<file path="src/design/asn_delay.sv">
module asn_delay #(
    parameter int W = 64,
    parameter int N = 1
) (
    input  logic         clk,
    input  logic         en,
    input  logic [W-1:0] d,
    output logic [W-1:0] q
);

    logic [W-1:0] dly_reg [N];

    // Shift line, frozen while the pipeline is held
    always_ff @(posedge clk)
    begin
        if (en)
        begin
            dly_reg[0] <= d;
            for (int i = 1; i < N; i++)
            begin
                dly_reg[i] <= dly_reg[i-1];
            end
        end
    end

    assign q = dly_reg[N-1];

endmodule

</file>
<file path="config.mk">
export PLATFORM = sky130hd
export DESIGN_NAME = asn_delay
export DESIGN_NICKNAME = d
export VERILOG_FILES = /design/src/design/asn_delay.sv
export SDC_FILE = /design/constraint.sdc
export NUM_CORES = 1
export LEC_CHECK = 0
export BUFFER_PORTS_ARGS = -buffer_cell sky130_fd_sc_hd__clkbuf_2
export CAP_MARGIN = 0
export CORE_ASPECT_RATIO = 1.75
export CORE_MARGIN = 4
export CORE_UTILIZATION = 43
export DETAILED_ROUTE_END_ITERATION = 12
export GPL_TIMING_DRIVEN = 0
export PLACE_DENSITY_LB_ADDON = 0.2
export SETUP_SLACK_MARGIN = 0.4
export SYNTH_ARGS = -nofsm -noshare
export SYNTH_HDL_FRONTEND = slang
export SYNTH_SLANG_ARGS = --single-unit
</file>
<file path="constraint.sdc">
create_clock -name clk -period 0.8 [get_ports clk]
set_input_delay 0.16 -clock clk [delete_from_list [all_inputs] [get_ports clk]]
set_output_delay 0.16 -clock clk [all_outputs]
set_load 0.05 [all_outputs]
</file>
==> Word level (Yosys, flattened, before mapping) <==
Memory sizes are Yosys's and may differ from the RTL's.
Cells that the tools add are included.
{ "word_totals": {"ff_bits": 0, "ramBits": 64, "out_inout_bits": 64, "mem_count": 1} }
{ "op_classes": {"n_mux": 2} }
{ "memory_table": {"columns": ["name", "depth", "word_bits", "rd", "rd_clocked_by_memory_dff", "wr", "line", "text"], "rows": [
  ["dly_reg", 1, 64, 1, 0, 1, "11", "logic [W-1:0] dly_reg [N];"]
]} }
{ "op_table": {"columns": ["cell", "count"], "rows": [
  ["1-bit two-way mux", 2]
]} }

==> Logic depth before layout (Yosys ltp) <==
{ "depth": {"ltp_word": 2, "mapped_depth": 0, "ltp_nobuf": 0} }

==> Least setup slack after synthesis <==
No wires, ideal clock.
{ "synth_path": {"path_kind": "register to output", "startpoint": "memory dly_reg[0][0]", "endpoint": "output port q[0]", "arrival_time_ns": 0.601, "setup_slack_ns": 0.039, "path_stages_with_launch": 1, "n_path_buf": 0, "path_cell_list": "edfxtp_1"} }
{ "synth_via": {"elab_chain_len": 1} }
{ "synth_rtl": {"columns": ["element", "line", "text"], "rows": [
  ["start: declaration", "11", null],
  ["memory 1 x 64 bit", null, null],
  ["end: declaration", "8", "output logic [W-1:0] q"]
]} }
No other way between the ends.

==> Worst setup path after layout <==
{ "layout_path": {"startpoint": "memory dly_reg[0][59]", "endpoint": "output port q[59]"} }
Same word-level chain as after synthesis.

==> flow_summary.json <==
{
  "cp_slowest_stage_delay_ns": 0.42,
  "remaining_drc_errors": 0,
  "hold_start": "d[16]",
  "fin_cells": 259,
  "slew_headroom_pct": 89.0,
  "cp-end-kind": "primary output",
  "syn_nets": 130,
  "finalSetupTns_ns": -16.32,
  "syn-cell-area_mm2": 0.00192,
  "holdPathStages": 1,
  "areaGrowthSynthToFinish_pct": 77.9,
  "setup_violations": 64,
  "final_nets": 271,
  "fmax_mhz": 923,
  "ys_seq_elements": 64,
  "drv_cap": 0,
  "antenna_found_initial": 0,
  "path_cells": "buf_8",
  "synth_cell_type_count": 1,
  "ir_drop_v": 0.00218,
  "wl_um": 4670,
  "hold_class": "input port to flip-flop",
  "die_area_mm2": 0.00565,
  "dieHeight_um": 96.4,
  "setup_ws_ns": -0.283,
  "synth-compound-area-share_pct": 0,
  "drive_gt1_share_pct": 68.1,
  "cts_inserted_buffers": 9,
  "antennaDiodeCount": 0,
  "seqPwrFrac_pct": 50.7,
  "syn_area_per_cell_um2": 30.0,
  "power_frac_comb_pct": 22.6,
  "synth_xor_xnor_area_share_pct": 0,
  "rsz0062_at_grt": "yes",
  "synth.yosys.seq_area_share_pct": 100,
  "grt.total_usage_pct": 17.6,
  "viasPerCell": 4.53,
  "start_kind": "flip-flop",
  "grt.overflow.total": 0,
  "clkTransAtPathRegs_ns": 0.07,
  "ant_nets": 0,
  "port_buffers": 129,
  "synthMuxAreaShare_pct": 0,
  "final.fill_count": 231,
  "cp.arrival_ns": 0.92,
  "cts_root_buf": "clkbuf_8",
  "start_util_pct": 45.5,
  "clock_path_buffers": 2,
  "largest_reg_flops": 64,
  "tightest_slew_ns": 0.165,
  "h-tree-depth": 3,
  "total_power_uw": 8140,
  "place_congestion": 0.653,
  "timing.critical_path.buf_inv": 1,
  "design.core.area_mm2": 0.00423,
  "synth_warnings": 0,
  "cp.required_ns": 0.64,
  "status": "finished, violations left",
  "violations": "negative setup slack",
  "multi_input_cells": 0,
  "p_sw_uw": 2340,
  "fin_crit_ns": 1.08,
  "drt-pass1-iter-count": 4,
  "p_int_uw": 5810,
  "drv_slew": 0,
  "io_pins": 130,
  "routed-via-count": 1174,
  "grt_max_degree": 33,
  "crit_fanout": 1,
  "wl_per_cell_um": 18.0,
  "rows": 31,
  "cts_setup_buffers": 0,
  "dp.cells": 242,
  "path_class": "flip-flop to primary output",
  "pwr-share-clk_pct": 26.7,
  "period_share_pct": 135,
  "cts.sink_count": 64,
  "whs_endpoint": "dly_reg[0][16]",
  "multi_input_area_um2": 0,
  "p_leak_uw": 0.00147,
  "fp.dieW_um": 58.5,
  "p_per_area_mw_per_mm2": 2380,
  "synth_cells": 64,
  "drtIter0Drc": 27,
  "critPathTopFamily": "flip-flops",
  "grt_pass1_vias": 1332,
  "cts_tree": "yes",
  "synth_fa_ha_area_share_pct": 0,
  "netSwitchingFraction_pct": 28.7,
  "grt_pass1_wl_um": 6690,
  "finalHoldViolCount": 0,
  "synth_simple_gate_area_share_pct": 0,
  "cp_slowest_cell": "edfxtp_1"
}
cell usage in the layout, fill, tap and decap left out:
cell and instances:
edfxtp_1 64, clkinv_1 1, clkbuf_8 49, clkbuf_16 2
clkbuf_1 2, buf_8 24, clkbuf_2 64, clkinv_2 4
cells by family (layout without fill, tap and decap cells):
logic type             Yosys count  in the layout
buffers and inverters            0            146
DFF                             64             64
timing repair:
action                                  CTS  global route
hold endpoints to repair                 44            47
resized for setup                       132            24
cloned                                    1             0
endpoints found under the setup margin  128            64
Yosys cell counts:
cell	count	area share (%)
edfxtp_1	64	100
power by group through the flow:
stage / registers (uW) / clock network, uW / logic, uW
floorplan: 5060 / 0 / 0
global placement: 4120 / 0 / 1370
detailed placement: 4130 / 0 / 1390
CTS: 4100 / 2220 / 1800
global route: 4160 / 2390 / 1890
finish: 4130 / 2170 / 1840
worst max-delay path by stage:
stage | startpoint | to | slack (ns) | cells after the start
after detailed placement | en | dly_reg[0][10] | -0.89 | 1
after global placement | en | dly_reg[0][22] | -0.80 | 1
final | dly_reg[0][59] | q[59] | -0.28 | 1
after global routing | dly_reg[0][51] | q[51] | -0.33 | 1
after floorplan | dly_reg[0][0] | q[0] | 0.04 | 0
after CTS | dly_reg[0][48] | q[48] | -0.30 | 1
per-stage QoR:
stage	setup WS (ns)	cell area, um^2	util (%)	hold WS (ns)
CTS	-0.295	3390	80.2	-0.0123
global route	-0.326	3420	80.9	-0.0173
detailed placement	-0.885	2630	62.2	0.339
floorplan	0.0394	1920	-	0.259
finish	-0.283	3420	80.9	0.00263
global placement	-0.798	2630	62.2	0.337
routing by layer:
layer	vias to the layer above	GRT usage [%]	part of all wire, %
met3	8	8.78	13
li1	544	-	-
met1	534	15.3	29
met2	88	31.3	56
met4	0	10.1	1.9
met5	-	0	0
cell type report:
cell class              count  area [um^2]  area share, %
flip-flops and latches     64         1920           56.2
repair buffers            130         1280           37.5
clock inverters             5         23.8          0.695
clock buffers              11          131           3.84
well taps                  49         61.3           1.79
(Power assumes the default switching activity.)
